**config.mk**
```make
export PLATFORM = sky130hd
export DESIGN_NAME = linked_list_table_engine_flat
export DESIGN_NICKNAME = d
export VERILOG_FILES = /design/src/rtl/llte_pkg.sv /design/src/rtl/llte_req_if.sv /design/src/rtl/llte_rsp_if.sv /design/src/rtl/llte_ram.sv /design/src/rtl/llte_dpath.sv /design/src/rtl/llte_ctrl.sv /design/src/rtl/linked_list_table_engine.sv /design/src/flat_wrapper.sv
export SDC_FILE = /design/constraint.sdc
export NUM_CORES = 2
export LEC_CHECK = 0
export ABC_AREA = 1
export BUFFER_PORTS_ARGS = -buffer_cell sky130_fd_sc_hd__buf_2
export CORE_MARGIN = 8
export CORE_UTILIZATION = 50
export CTS_BUF_LIST = sky130_fd_sc_hd__clkbuf_16
export CTS_CLUSTER_DIAMETER = 200
export DETAILED_ROUTE_END_ITERATION = 12
export GPL_TIMING_DRIVEN = 1
export MAX_ROUTING_LAYER = met4
export PLACE_DENSITY = 0.76
export SYNTH_ARGS = -nofsm -noshare
export SYNTH_HDL_FRONTEND = slang
export SYNTH_SLANG_ARGS = --single-unit
```
**constraint.sdc**
```tcl
create_clock -name i_clk -period 4.8 [get_ports i_clk]
set_clock_uncertainty 0.2 [all_clocks]
set_input_delay 1.44 -clock i_clk [delete_from_list [all_inputs] [get_ports i_clk]]
set_output_delay 1.44 -clock i_clk [all_outputs]
set_load 0.005 [all_outputs]
```
**src/rtl/llte_pkg.sv**
```systemverilog
`timescale 1ns / 1ps
// Shared types and constants of the linked list table engine.
// No dependencies; every other file of the block but llte_ram refers to it by scoped names.
package llte_pkg;

    localparam int KEY_W   = 32;
    localparam int OP_W    = 3;
    localparam int COUNT_W = 7;

    typedef enum logic [OP_W-1:0] {
        OP_INS_SORTED = 3'd0,
        OP_INS_HEAD   = 3'd1,
        OP_INS_TAIL   = 3'd2,
        OP_RM_HEAD    = 3'd3,
        OP_RM_TAIL    = 3'd4,
        OP_RM_KEY     = 3'd5,
        OP_SEARCH     = 3'd6,
        OP_CLEAR      = 3'd7
    } t_op;

    // which index drives the read port of both entry memories
    typedef enum logic [1:0] {
        RD_HEAD = 2'd0,
        RD_FREE = 2'd1,
        RD_LINK = 2'd2
    } t_rd_sel;

    typedef struct packed {
        t_rd_sel rd_sel;
        logic    load_req;    // latch the request key
        logic    clear;       // relink the pool as after reset
        logic    walk_init;   // latch next free entry, cur = head, prev = none
        logic    advance;     // prev = cur, cur = link of cur
        logic    tail_end;    // prev = cur, cur = none
        logic    succ_load;   // latch link of cur as successor
        logic    ins_entry;   // write key and link of the new entry
        logic    ins_link;    // hook new entry after prev, pop the free list
        logic    unlink;      // hook successor after prev
        logic    release_cur; // push cur onto the free list
        logic    res_load;    // capture the result item
        logic    res_ok;
    } t_cmd;

    typedef struct packed {
        logic empty;
        logic full;
        logic cur_valid;
        logic link_valid;
        logic key_less;
        logic key_eq;
    } t_status;

endpackage

```
**src/rtl/llte_req_if.sv**
```systemverilog
`timescale 1ns / 1ps
// Request channel of the linked list table engine: valid/ready plus op and key.
// Depends on llte_pkg.
interface llte_req_if;
    logic                                valid;
    logic                                ready;
    logic [llte_pkg::OP_W-1:0]           op;
    logic signed [llte_pkg::KEY_W-1:0]   key;

    modport source (output valid, output op, output key, input ready);
    modport sink   (input valid, input op, input key, output ready);
endinterface

```
**src/rtl/llte_rsp_if.sv**
```systemverilog
`timescale 1ns / 1ps
// Result channel of the linked list table engine: valid/ready plus status fields.
// Depends on llte_pkg.
interface llte_rsp_if;
    logic                          valid;
    logic                          ready;
    logic                          ok;
    logic [llte_pkg::COUNT_W-1:0]  count;
    logic                          empty_res;
    logic                          full_res;

    modport source (output valid, output ok, output count, output empty_res,
                    output full_res, input ready);
    modport sink   (input valid, input ok, input count, input empty_res,
                    input full_res, output ready);
endinterface

```
**src/rtl/llte_ram.sv**
```systemverilog
`timescale 1ns / 1ps
// Generic single-write, single-read RAM with registered read data.
// No dependencies.
module llte_ram #(
    parameter int WIDTH = 32,
    parameter int DEPTH = 64
) (
    input  logic                              i_clk,
    input  logic                              i_we,
    input  logic [$clog2(DEPTH)-1:0]          i_waddr,
    input  logic [WIDTH-1:0]                  i_wdata,
    input  logic [$clog2(DEPTH)-1:0]          i_raddr,
    output logic [WIDTH-1:0]                  o_rdata
);

    logic [WIDTH-1:0] r_mem [DEPTH];
    logic [WIDTH-1:0] r_rdata;

    always_ff @(posedge i_clk) begin
        if (i_we) begin
            r_mem[i_waddr] <= i_wdata;
        end
        r_rdata <= r_mem[i_raddr];
    end

    assign o_rdata = r_rdata;

endmodule

```
**src/rtl/llte_dpath.sv**
```systemverilog
`timescale 1ns / 1ps
// Datapath of the linked list table engine: key and link memories, list and
// free list pointers, walk registers and result register. Depends on llte_pkg, llte_ram.
module llte_dpath #(
    parameter int POOL_DEPTH = 64
) (
    input  logic                                i_clk,
    input  logic                                i_rst_n,
    input  logic signed [llte_pkg::KEY_W-1:0]   i_key,
    input  llte_pkg::t_cmd                      i_cmd,
    output llte_pkg::t_status                   o_status,
    output logic                                o_ok,
    output logic [llte_pkg::COUNT_W-1:0]        o_count,
    output logic                                o_empty_res,
    output logic                                o_full_res
);

    localparam int AW    = $clog2(POOL_DEPTH);
    localparam int IW    = $clog2(POOL_DEPTH + 1);
    localparam int CNT_W = (IW > llte_pkg::COUNT_W) ? IW : llte_pkg::COUNT_W;
    localparam logic [IW-1:0] NONE = IW'(POOL_DEPTH);

    logic signed [llte_pkg::KEY_W-1:0] r_key, n_key;
    logic [IW-1:0]    r_head, n_head;
    logic [IW-1:0]    r_free, n_free;
    logic [IW-1:0]    r_fill, n_fill;    // entries at or above this were never used
    logic [CNT_W-1:0] r_count, n_count;
    logic [IW-1:0]    r_cur, n_cur;
    logic [IW-1:0]    r_prev, n_prev;
    logic [IW-1:0]    r_succ, n_succ;
    logic [IW-1:0]    r_nfree, n_nfree;
    logic             r_res_ok, n_res_ok;
    logic [llte_pkg::COUNT_W-1:0] r_res_count, n_res_count;
    logic             r_res_empty, n_res_empty;
    logic             r_res_full, n_res_full;

    logic signed [llte_pkg::KEY_W-1:0] rd_key;
    logic [IW-1:0]    rd_link;
    logic [IW-1:0]    rd_idx;
    logic             link_we;
    logic [IW-1:0]    link_widx;
    logic [IW-1:0]    link_wdata;
    logic             prev_valid;
    logic             fresh;

    assign prev_valid = (r_prev < NONE);
    assign fresh      = (r_free >= r_fill);

    always_comb begin
        case (i_cmd.rd_sel)
            llte_pkg::RD_FREE: rd_idx = r_free;
            llte_pkg::RD_LINK: rd_idx = rd_link;
            default:           rd_idx = r_head;
        endcase
    end

    always_comb begin
        link_we    = 1'b0;
        link_widx  = r_free;
        link_wdata = r_cur;
        if (i_cmd.ins_entry) begin
            link_we = 1'b1;
        end else if (i_cmd.ins_link) begin
            link_we    = prev_valid;
            link_widx  = r_prev;
            link_wdata = r_free;
        end else if (i_cmd.unlink) begin
            link_we    = prev_valid;
            link_widx  = r_prev;
            link_wdata = r_succ;
        end else if (i_cmd.release_cur) begin
            link_we    = 1'b1;
            link_widx  = r_cur;
            link_wdata = r_free;
        end
    end

    llte_ram #(
        .WIDTH (llte_pkg::KEY_W),
        .DEPTH (POOL_DEPTH)
    ) u_key_ram (
        .i_clk   (i_clk),
        .i_we    (i_cmd.ins_entry),
        .i_waddr (r_free[AW-1:0]),
        .i_wdata (r_key),
        .i_raddr (rd_idx[AW-1:0]),
        .o_rdata (rd_key)
    );

    llte_ram #(
        .WIDTH (IW),
        .DEPTH (POOL_DEPTH)
    ) u_link_ram (
        .i_clk   (i_clk),
        .i_we    (link_we),
        .i_waddr (link_widx[AW-1:0]),
        .i_wdata (link_wdata),
        .i_raddr (rd_idx[AW-1:0]),
        .o_rdata (rd_link)
    );

    always_comb begin
        n_key       = r_key;
        n_head      = r_head;
        n_free      = r_free;
        n_fill      = r_fill;
        n_count     = r_count;
        n_cur       = r_cur;
        n_prev      = r_prev;
        n_succ      = r_succ;
        n_nfree     = r_nfree;
        n_res_ok    = r_res_ok;
        n_res_count = r_res_count;
        n_res_empty = r_res_empty;
        n_res_full  = r_res_full;

        if (i_cmd.load_req) begin
            n_key = i_key;
        end
        if (i_cmd.clear) begin
            n_head  = NONE;
            n_free  = '0;
            n_fill  = '0;
            n_count = '0;
        end
        if (i_cmd.walk_init) begin
            // never-used entries chain to the next index without a stored link
            n_nfree = fresh ? (r_free + IW'(1)) : rd_link;
            n_cur   = r_head;
            n_prev  = NONE;
        end
        if (i_cmd.advance) begin
            n_prev = r_cur;
            n_cur  = rd_link;
        end
        if (i_cmd.tail_end) begin
            n_prev = r_cur;
            n_cur  = NONE;
        end
        if (i_cmd.succ_load) begin
            n_succ = rd_link;
        end
        if (i_cmd.ins_link) begin
            if (!prev_valid) begin
                n_head = r_free;
            end
            n_free  = r_nfree;
            n_count = r_count + CNT_W'(1);
            if (fresh) begin
                n_fill = r_fill + IW'(1);
            end
        end
        if (i_cmd.unlink && !prev_valid) begin
            n_head = r_succ;
        end
        if (i_cmd.release_cur) begin
            n_free  = r_cur;
            n_count = r_count - CNT_W'(1);
        end
        if (i_cmd.res_load) begin
            n_res_ok    = i_cmd.res_ok;
            n_res_count = r_count[llte_pkg::COUNT_W-1:0];
            n_res_empty = (r_head == NONE);
            n_res_full  = (r_free == NONE);
        end
    end

    always_ff @(posedge i_clk) begin
        if (!i_rst_n) begin
            r_head  <= NONE;
            r_free  <= '0;
            r_fill  <= '0;
            r_count <= '0;
        end else begin
            r_head  <= n_head;
            r_free  <= n_free;
            r_fill  <= n_fill;
            r_count <= n_count;
        end
    end

    always_ff @(posedge i_clk) begin
        r_key       <= n_key;
        r_cur       <= n_cur;
        r_prev      <= n_prev;
        r_succ      <= n_succ;
        r_nfree     <= n_nfree;
        r_res_ok    <= n_res_ok;
        r_res_count <= n_res_count;
        r_res_empty <= n_res_empty;
        r_res_full  <= n_res_full;
    end

    assign o_status.empty      = (r_head == NONE);
    assign o_status.full       = (r_free == NONE);
    assign o_status.cur_valid  = (r_cur < NONE);
    assign o_status.link_valid = (rd_link < NONE);
    assign o_status.key_less   = (rd_key < r_key);
    assign o_status.key_eq     = (rd_key == r_key);

    assign o_ok        = r_res_ok;
    assign o_count     = r_res_count;
    assign o_empty_res = r_res_empty;
    assign o_full_res  = r_res_full;

endmodule

```
**src/rtl/llte_ctrl.sv**
```systemverilog
`timescale 1ns / 1ps
// Controller of the linked list table engine: sequences one request through
// check, link walk, memory updates and result hand-off. Depends on llte_pkg.
module llte_ctrl (
    input  logic                          i_clk,
    input  logic                          i_rst_n,
    input  logic                          i_req_valid,
    input  logic [llte_pkg::OP_W-1:0]     i_req_op,
    output logic                          o_req_ready,
    input  logic                          i_rsp_ready,
    output logic                          o_rsp_valid,
    output llte_pkg::t_cmd                o_cmd,
    input  llte_pkg::t_status             i_status
);

    typedef enum logic [3:0] {
        S_IDLE,
        S_START,
        S_FREE_RD,
        S_SCAN,
        S_INS_ENTRY,
        S_INS_LINK,
        S_UNLINK,
        S_RELEASE,
        S_FINISH
    } t_state;

    t_state          r_state, n_state;
    llte_pkg::t_op   r_op, n_op;
    logic            r_ok, n_ok;
    logic            r_rsp_valid, n_rsp_valid;
    llte_pkg::t_cmd  cmd;
    logic            slot_free;
    logic            is_insert;

    assign slot_free = !r_rsp_valid || i_rsp_ready;
    assign is_insert = r_op inside {llte_pkg::OP_INS_SORTED, llte_pkg::OP_INS_HEAD,
                                    llte_pkg::OP_INS_TAIL};

    always_comb begin
        cmd        = '0;
        cmd.rd_sel = llte_pkg::RD_HEAD;
        n_state    = r_state;
        n_op       = r_op;
        n_ok       = r_ok;

        case (r_state)
            S_IDLE: begin
                if (i_req_valid) begin
                    cmd.load_req = 1'b1;
                    n_op         = llte_pkg::t_op'(i_req_op);
                    n_state      = S_START;
                end
            end
            S_START: begin
                if (r_op == llte_pkg::OP_CLEAR) begin
                    cmd.clear = 1'b1;
                    n_ok      = 1'b1;
                    n_state   = S_FINISH;
                end else if (is_insert ? i_status.full : i_status.empty) begin
                    n_ok    = 1'b0;
                    n_state = S_FINISH;
                end else begin
                    cmd.rd_sel = llte_pkg::RD_FREE;
                    n_state    = S_FREE_RD;
                end
            end
            S_FREE_RD: begin
                cmd.walk_init = 1'b1;
                cmd.rd_sel    = llte_pkg::RD_HEAD;
                n_state       = S_SCAN;
            end
            S_SCAN: begin
                cmd.rd_sel = llte_pkg::RD_LINK;
                case (r_op)
                    llte_pkg::OP_INS_SORTED: begin
                        if (i_status.cur_valid && i_status.key_less) begin
                            cmd.advance = 1'b1;
                        end else begin
                            n_state = S_INS_ENTRY;
                        end
                    end
                    llte_pkg::OP_INS_HEAD: begin
                        n_state = S_INS_ENTRY;
                    end
                    llte_pkg::OP_INS_TAIL: begin
                        if (!i_status.cur_valid) begin
                            n_state = S_INS_ENTRY;
                        end else if (i_status.link_valid) begin
                            cmd.advance = 1'b1;
                        end else begin
                            cmd.tail_end = 1'b1;
                            n_state      = S_INS_ENTRY;
                        end
                    end
                    llte_pkg::OP_RM_HEAD: begin
                        cmd.succ_load = 1'b1;
                        n_state       = S_UNLINK;
                    end
                    llte_pkg::OP_RM_TAIL: begin
                        if (i_status.link_valid) begin
                            cmd.advance = 1'b1;
                        end else begin
                            cmd.succ_load = 1'b1;
                            n_state       = S_UNLINK;
                        end
                    end
                    llte_pkg::OP_RM_KEY: begin
                        if (!i_status.cur_valid) begin
                            n_ok    = 1'b0;
                            n_state = S_FINISH;
                        end else if (i_status.key_eq) begin
                            cmd.succ_load = 1'b1;
                            n_state       = S_UNLINK;
                        end else begin
                            cmd.advance = 1'b1;
                        end
                    end
                    llte_pkg::OP_SEARCH: begin
                        if (!i_status.cur_valid) begin
                            n_ok    = 1'b0;
                            n_state = S_FINISH;
                        end else if (i_status.key_eq) begin
                            n_ok    = 1'b1;
                            n_state = S_FINISH;
                        end else begin
                            cmd.advance = 1'b1;
                        end
                    end
                    default: begin
                        n_state = S_FINISH;
                    end
                endcase
            end
            S_INS_ENTRY: begin
                cmd.ins_entry = 1'b1;
                n_state       = S_INS_LINK;
            end
            S_INS_LINK: begin
                cmd.ins_link = 1'b1;
                n_ok         = 1'b1;
                n_state      = S_FINISH;
            end
            S_UNLINK: begin
                cmd.unlink = 1'b1;
                n_state    = S_RELEASE;
            end
            S_RELEASE: begin
                cmd.release_cur = 1'b1;
                n_ok            = 1'b1;
                n_state         = S_FINISH;
            end
            S_FINISH: begin
                // hold until the output register is free
                if (slot_free) begin
                    cmd.res_load = 1'b1;
                    cmd.res_ok   = r_ok;
                    n_state      = S_IDLE;
                end
            end
            default: begin
                n_state = S_IDLE;
            end
        endcase

        n_rsp_valid = cmd.res_load ? 1'b1 : (r_rsp_valid && !i_rsp_ready);
    end

    always_ff @(posedge i_clk) begin
        if (!i_rst_n) begin
            r_state     <= S_IDLE;
            r_op        <= llte_pkg::OP_CLEAR;
            r_ok        <= 1'b0;
            r_rsp_valid <= 1'b0;
        end else begin
            r_state     <= n_state;
            r_op        <= n_op;
            r_ok        <= n_ok;
            r_rsp_valid <= n_rsp_valid;
        end
    end

    assign o_req_ready = (r_state == S_IDLE);
    assign o_rsp_valid = r_rsp_valid;
    assign o_cmd       = cmd;

endmodule

```
**src/rtl/linked_list_table_engine.sv**
```systemverilog
`timescale 1ns / 1ps
// Top level of the linked list table engine: controller, datapath and checks.
// Depends on llte_pkg, llte_req_if, llte_rsp_if, llte_ctrl, llte_dpath.

// A pool of POOL_DEPTH entries holds one singly linked list of signed 32-bit
// keys; unused entries sit on a free list. Each request item carries an op
// (sorted insert, head insert, tail insert, remove head, remove tail, remove
// key, search, clear) and a key, and yields one result item: ok, the entry
// count, and the empty and full marks after the operation. Requests are
// handled one at a time. A clear, or a request refused at once (full pool on
// insert, empty list on remove or search), goes straight to the result; any
// other request reads the free list head, walks the list and, for an insert
// or a remove that hits, updates the memories. The walk reads the key and
// link memories once per entry it passes over. Head insert and head remove
// do not walk. The next request is taken while a result waits in the output
// register. Clear and reset touch only the pointers: entries never used since
// then are tracked by a fill mark, so the memories need no clearing pass.
// Stored keys survive a clear but are never read before being written again.
module linked_list_table_engine #(
    parameter int POOL_DEPTH = 64
) (
    input  logic              i_clk,
    input  logic              i_rst_n,
    llte_req_if.sink          i_req,
    llte_rsp_if.source        o_rsp
);

    llte_pkg::t_cmd     cmd;
    llte_pkg::t_status  status;
    logic               req_ready;
    logic               rsp_valid;
    logic               rsp_ok;
    logic [llte_pkg::COUNT_W-1:0] rsp_count;
    logic               rsp_empty;
    logic               rsp_full;

    // sequencing: one request through check, walk, update and hand-off
    llte_ctrl u_ctrl (
        .i_clk       (i_clk),
        .i_rst_n     (i_rst_n),
        .i_req_valid (i_req.valid),
        .i_req_op    (i_req.op),
        .o_req_ready (req_ready),
        .i_rsp_ready (o_rsp.ready),
        .o_rsp_valid (rsp_valid),
        .o_cmd       (cmd),
        .i_status    (status)
    );

    // memories, pointers and the result register
    llte_dpath #(
        .POOL_DEPTH (POOL_DEPTH)
    ) u_dpath (
        .i_clk       (i_clk),
        .i_rst_n     (i_rst_n),
        .i_key       (i_req.key),
        .i_cmd       (cmd),
        .o_status    (status),
        .o_ok        (rsp_ok),
        .o_count     (rsp_count),
        .o_empty_res (rsp_empty),
        .o_full_res  (rsp_full)
    );

    assign i_req.ready     = req_ready;
    assign o_rsp.valid     = rsp_valid;
    assign o_rsp.ok        = rsp_ok;
    assign o_rsp.count     = rsp_count;
    assign o_rsp.empty_res = rsp_empty;
    assign o_rsp.full_res  = rsp_full;

`ifndef SYNTHESIS
    // one item at a time: an accepted request closes the input until done
    a_single_item: assert property (@(posedge i_clk) disable iff (!i_rst_n)
        (i_req.valid && i_req.ready) |=> !i_req.ready)
        else $error("request accepted while another is in progress");

    // a pool of two or more entries is never empty and full at once
    a_not_empty_and_full: assert property (@(posedge i_clk) disable iff (!i_rst_n)
        o_rsp.valid |-> !(o_rsp.empty_res && o_rsp.full_res))
        else $error("result reports both empty and full");

    // empty mark agrees with the count where the count field holds it whole
    a_empty_count: assert property (@(posedge i_clk) disable iff (!i_rst_n)
        o_rsp.valid |-> ((POOL_DEPTH >= 128) || (o_rsp.empty_res == (o_rsp.count == '0))))
        else $error("empty mark disagrees with entry count");

    // full mark means every entry of the pool is on the list
    a_full_count: assert property (@(posedge i_clk) disable iff (!i_rst_n)
        (o_rsp.valid && o_rsp.full_res) |->
            ((POOL_DEPTH >= 128) ||
             (o_rsp.count == llte_pkg::COUNT_W'(POOL_DEPTH))))
        else $error("full mark disagrees with entry count");
`endif

endmodule

```
**src/flat_wrapper.sv**
```systemverilog
// flat-port wrapper written by rule: the top's interface ports become plain ports
module linked_list_table_engine_flat 
#(
    parameter int POOL_DEPTH = 64
)
  (i_clk, i_rst_n, i_req_valid, i_req_op, i_req_key, i_req_ready, o_rsp_valid, o_rsp_ok, o_rsp_count, o_rsp_empty_res, o_rsp_full_res, o_rsp_ready);
  llte_req_if i_req_i ();
  llte_rsp_if o_rsp_i ();
  input  logic i_clk;
  input  logic i_rst_n;
  input wire logic [$bits(i_req_i.valid)-1:0] i_req_valid;
  input wire logic [$bits(i_req_i.op)-1:0] i_req_op;
  input wire logic [$bits(i_req_i.key)-1:0] i_req_key;
  output wire logic [$bits(i_req_i.ready)-1:0] i_req_ready;
  output wire logic [$bits(o_rsp_i.valid)-1:0] o_rsp_valid;
  output wire logic [$bits(o_rsp_i.ok)-1:0] o_rsp_ok;
  output wire logic [$bits(o_rsp_i.count)-1:0] o_rsp_count;
  output wire logic [$bits(o_rsp_i.empty_res)-1:0] o_rsp_empty_res;
  output wire logic [$bits(o_rsp_i.full_res)-1:0] o_rsp_full_res;
  input wire logic [$bits(o_rsp_i.ready)-1:0] o_rsp_ready;
  assign i_req_i.valid = i_req_valid;
  assign i_req_i.op = i_req_op;
  assign i_req_i.key = i_req_key;
  assign i_req_ready = i_req_i.ready;
  assign o_rsp_valid = o_rsp_i.valid;
  assign o_rsp_ok = o_rsp_i.ok;
  assign o_rsp_count = o_rsp_i.count;
  assign o_rsp_empty_res = o_rsp_i.empty_res;
  assign o_rsp_full_res = o_rsp_i.full_res;
  assign o_rsp_i.ready = o_rsp_ready;
  linked_list_table_engine #(.POOL_DEPTH(POOL_DEPTH)) u_core (.i_clk(i_clk), .i_rst_n(i_rst_n), .i_req(i_req_i), .o_rsp(o_rsp_i));
endmodule
```
==> impl_metrics.json <==
{
  "dieArea_um2": 228000,
  "yosysWarnings": 0,
  "drt-initial-drc-count": 10683,
  "r2r_cells": 23,
  "finalCritPeriodShare": 0.959,
  "crit_fanout": 71,
  "min_period_ns": 4.60,
  "yosys.area.top_type_share": 0.720,
  "fin_nets": 7953,
  "grt_overflow_total": 0,
  "synth.area.top_cells": "edfxtp_1 72%, o211ai_1 7.7%, o21ai_0 3.2%, nor2_1 2.9%, or2_0 1.7%",
  "first_pass_iters": 6,
  "cp.arrival_ns": 5.17,
  "whs_ns": 0.287,
  "critPathCapture": "u_core.u_dpath.u_key_ram.o_rdata[19]$_DFF_P_",
  "drt_wl_total_um": 298000,
  "initial_core_util": 0.503,
  "synthArstFlopShare": 0,
  "rsz0062_at_grt": "false",
  "clock-sinks": 2642,
  "synth_nets": 7864,
  "powerDensity_nw_per_um2": 495,
  "cp_data_required_time_ns": 5.37,
  "syn-mean-instance-area_um2": 13.7,
  "die_h_um": 478,
  "yosys.area_share.xor_xnor": 0.000821,
  "synthAdderAreaFrac": 0.00539,
  "h-tree-depth": 5,
  "crit_type": "flip-flop to flip-flop",
  "cts_buffers": 280,
  "path_clk_slew_ns": 0.06,
  "yosys-mux-area-fraction": 0.000106,
  "syn_inst": 7779,
  "yosys.area_share.simple": 0.0868,
  "area_growth_pct": 12.4,
  "die_w_um": 478,
  "dpl.hpwl_um": 167000,
  "grt_max_degree": 165,
  "post-place-cells": 10403,
  "fin_tns_setup_ns": 0,
  "setup_violations": 0,
  "synth-edff-count": 2559,
  "antenna_found_initial": 12,
  "r2r_setup_slack_ns": 0.20,
  "peakVddDrop_uv": 445,
  "synth_top_family_by_area": "compound AO/OA/AOI/OAI gates",
  "tritoncts": "yes",
  "worst_pin_slew_ns": 1.23,
  "critPathCaptureType": "flip-flop",
  "grt_pass1_wl_um": 436000,
  "io_buffers": 50,
  "startpoint_type": "flip-flop",
  "ys_seq_area_frac": 0.736,
  "io_pins": 51,
  "grt_use_total": 0.259,
  "synth_compound_area_frac": 0.138,
  "ys_ff_latch": 2642,
  "ys_types": 51,
  "vias": 69560,
  "coreArea_um2": 212000,
  "regToRegEndpoint": "u_core.u_dpath.u_key_ram.o_rdata[19]$_DFF_P_",
  "crit_start": "u_core.u_dpath.r_free[0]$_SDFFE_PN0P_",
  "row_count": 169,
  "status": "completed",
  "viasPerCell": 6.39,
  "synth_top_flop_cell": "edfxtp_1",
  "r2r-start": "u_core.u_dpath.r_free[0]$_SDFFE_PN0P_",
  "antenna_left": 0,
  "ff_latch_area_um2": 78500,
  "yosysMostFrequentCell": "edfxtp_1",
  "root_buffer": "clkbuf_16",
  "multi_input_area_um2": 25300,
  "synth_area_um2": 107000,
  "hp-start": "u_core.u_ctrl.r_ok$_SDFFE_PN0P_",
  "place_congestion": 0.903,
  "grt_pass1_vias": 67050,
  "synth_area_leader_cell": "edfxtp_1",
  "clock_insertion_delay_worst_skew_ns": 0.94,
  "finalMaxSlewViolations": 0,
  "drv_cap": 0,
  "hold_viol": 0,
  "fmax_ghz": 0.217,
  "maxSlewHeadroom": 0.178,
  "drcViolationCount": 0,
  "cellLeakagePower_nw": 37.4,
  "synth_common_cells": "2559 x edfxtp_1, 1094 x o211ai_1, 827 x nor2_1",
  "layout-drive-gt1-share": 0.130,
  "fin_cells": 10883,
  "clockBufferDepth": 4,
  "wl_per_cell_um": 27.4,
  "fill_cells": 15808,
  "hp-class": "flip-flop to flip-flop"
}
==> sequential cells by signal, indices dropped and copies added, names as in the netlist, 32 cells and up <==
| register | flops |
|---|---|
| u_core.u_dpath.r_key | 32 |
| u_core.u_dpath.u_key_ram.o_rdata | 32 |
| u_core.u_dpath.u_key_ram.r_mem | 2048 |
| u_core.u_dpath.u_link_ram.r_mem | 448 |
==> layout by cell type, fill, tap and decap left out, types with 62 or more instances in the layout <==
| cell | count |
|---|---|
| buf_12 | 64 |
| buf_4 | 249 |
| clkbuf_16 | 287 |
| clkinv_1 | 62 |
| dfxtp_1 | 83 |
| edfxtp_1 | 2559 |
| inv_1 | 286 |
| nand2_1 | 250 |
| nand3_1 | 278 |
| nor2_1 | 763 |
| nor2_4 | 67 |
| o211ai_1 | 1094 |
| o21ai_0 | 681 |
| o21ai_1 | 288 |
| o22ai_1 | 163 |
| or2_0 | 287 |
| or2_2 | 244 |
==> metrics by stage <==
step | cell area, um^2 | setup WS (ns) | power, mW | utilization
2_1_floorplan | 107000 | 1.15 | 34.6 | -
3_3_place_gp | 112000 | -0.00765 | 39.2 | 0.526
3_5_place_dp | 112000 | -0.0311 | 39.5 | 0.526
4_1_cts | 120000 | 0.121 | 59.0 | 0.565
5_1_grt | 120000 | 0.0124 | 60.9 | 0.565
6_report | 120000 | 0.197 | 59.3 | 0.565
==> kinds of logic (layout without fill, tap and decap cells) <==
| kind of cell | after synthesis | count (layout) |
|---|---|---|
| xor gates and xnor gates | 10 | 10 |
| AOI/OAI and AO/OA | 2331 | 2331 |
| muxes | 1 | 1 |
| adders and majority gates | 46 | 46 |
| other | 0 | 6 |
| buffers and inverters | 780 | 1057 |
| DFF | 2642 | 2642 |
| and+or+nand+nor | 1969 | 1969 |
==> final cells by class <==
| type | instances | share of cell area |
|---|---|---|
| timing repair inverter | 1 | 0.000136 |
| tap | 2821 | 0.0294 |
| multi-input combinational | 4357 | 0.211 |
| clock inverter | 183 | 0.00850 |
| timing repair buffer | 364 | 0.0286 |
| clock buffer | 287 | 0.0599 |
| sequential | 2642 | 0.655 |
| inverter | 222 | 0.00742 |
| antenna | 6 | 0.000125 |
==> worst min-delay path by stage <==
| stage | end | slack, ns | cells after the start |
|---|---|---|---|
| CTS | u_core.u_dpath.o_count[3]$_DFFE_PP_ | 0.28 | 0 |
| global route | u_core.u_dpath.o_count[3]$_DFFE_PP_ | 0.29 | 0 |
| finish | u_core.u_ctrl.r_ok$_SDFFE_PN0P_ | 0.29 | 2 |
| floorplan | u_core.u_dpath.o_count[2]$_DFFE_PP_ | 0.21 | 0 |
| global placement | u_core.u_dpath.o_count[3]$_DFFE_PP_ | 0.24 | 0 |
| detailed placement | u_core.u_dpath.o_count[3]$_DFFE_PP_ | 0.27 | 0 |
==> critical path, stage by stage, from the launching register on <==
cell and delay, ns:
dfxtp_1 0.31, inv_1 0.08, ha_1 0.14, nand3_1 0.11
nor2_1 0.18, nand3_1 0.10, nand3_1 0.13, nor2_1 0.08
ha_1 0.35, inv_2 0.13, buf_4 0.20, nand3_1 0.14
o21ai_4 0.10, buf_12 0.15, buf_4 0.13, buf_16 0.32
buf_12 0.27, buf_4 0.22, o211ai_1 0.11, o211ai_1 0.09
o211ai_1 0.15, nand3_2 0.24, nand3_1 0.26, nand2_1 0.17
==> layer usage <==
metal  routed length [um]  GRT usage
met5                    0          -
met4                15400      0.120
met3                38000     0.0544
met2               136000      0.391
met1               109000      0.339
==> where the power goes <==
part / internal [mW] / switching, mW / leakage (nW)
clock: 11.3 / 8.54 / 4.34
combinational: 3.03 / 8.54 / 9.24
sequential: 27.3 / 0.616 / 23.8
==> what timing repair did <==
item | CTS | global route
pin swaps | 1 | 0
buffers inserted | 3 | 0
hold buffers | 0 | 0
resized for setup | 0 | 5
gates cloned | 1 | 0
setup endpoints to repair | 2 | 5
(Power assumes the default switching activity.)
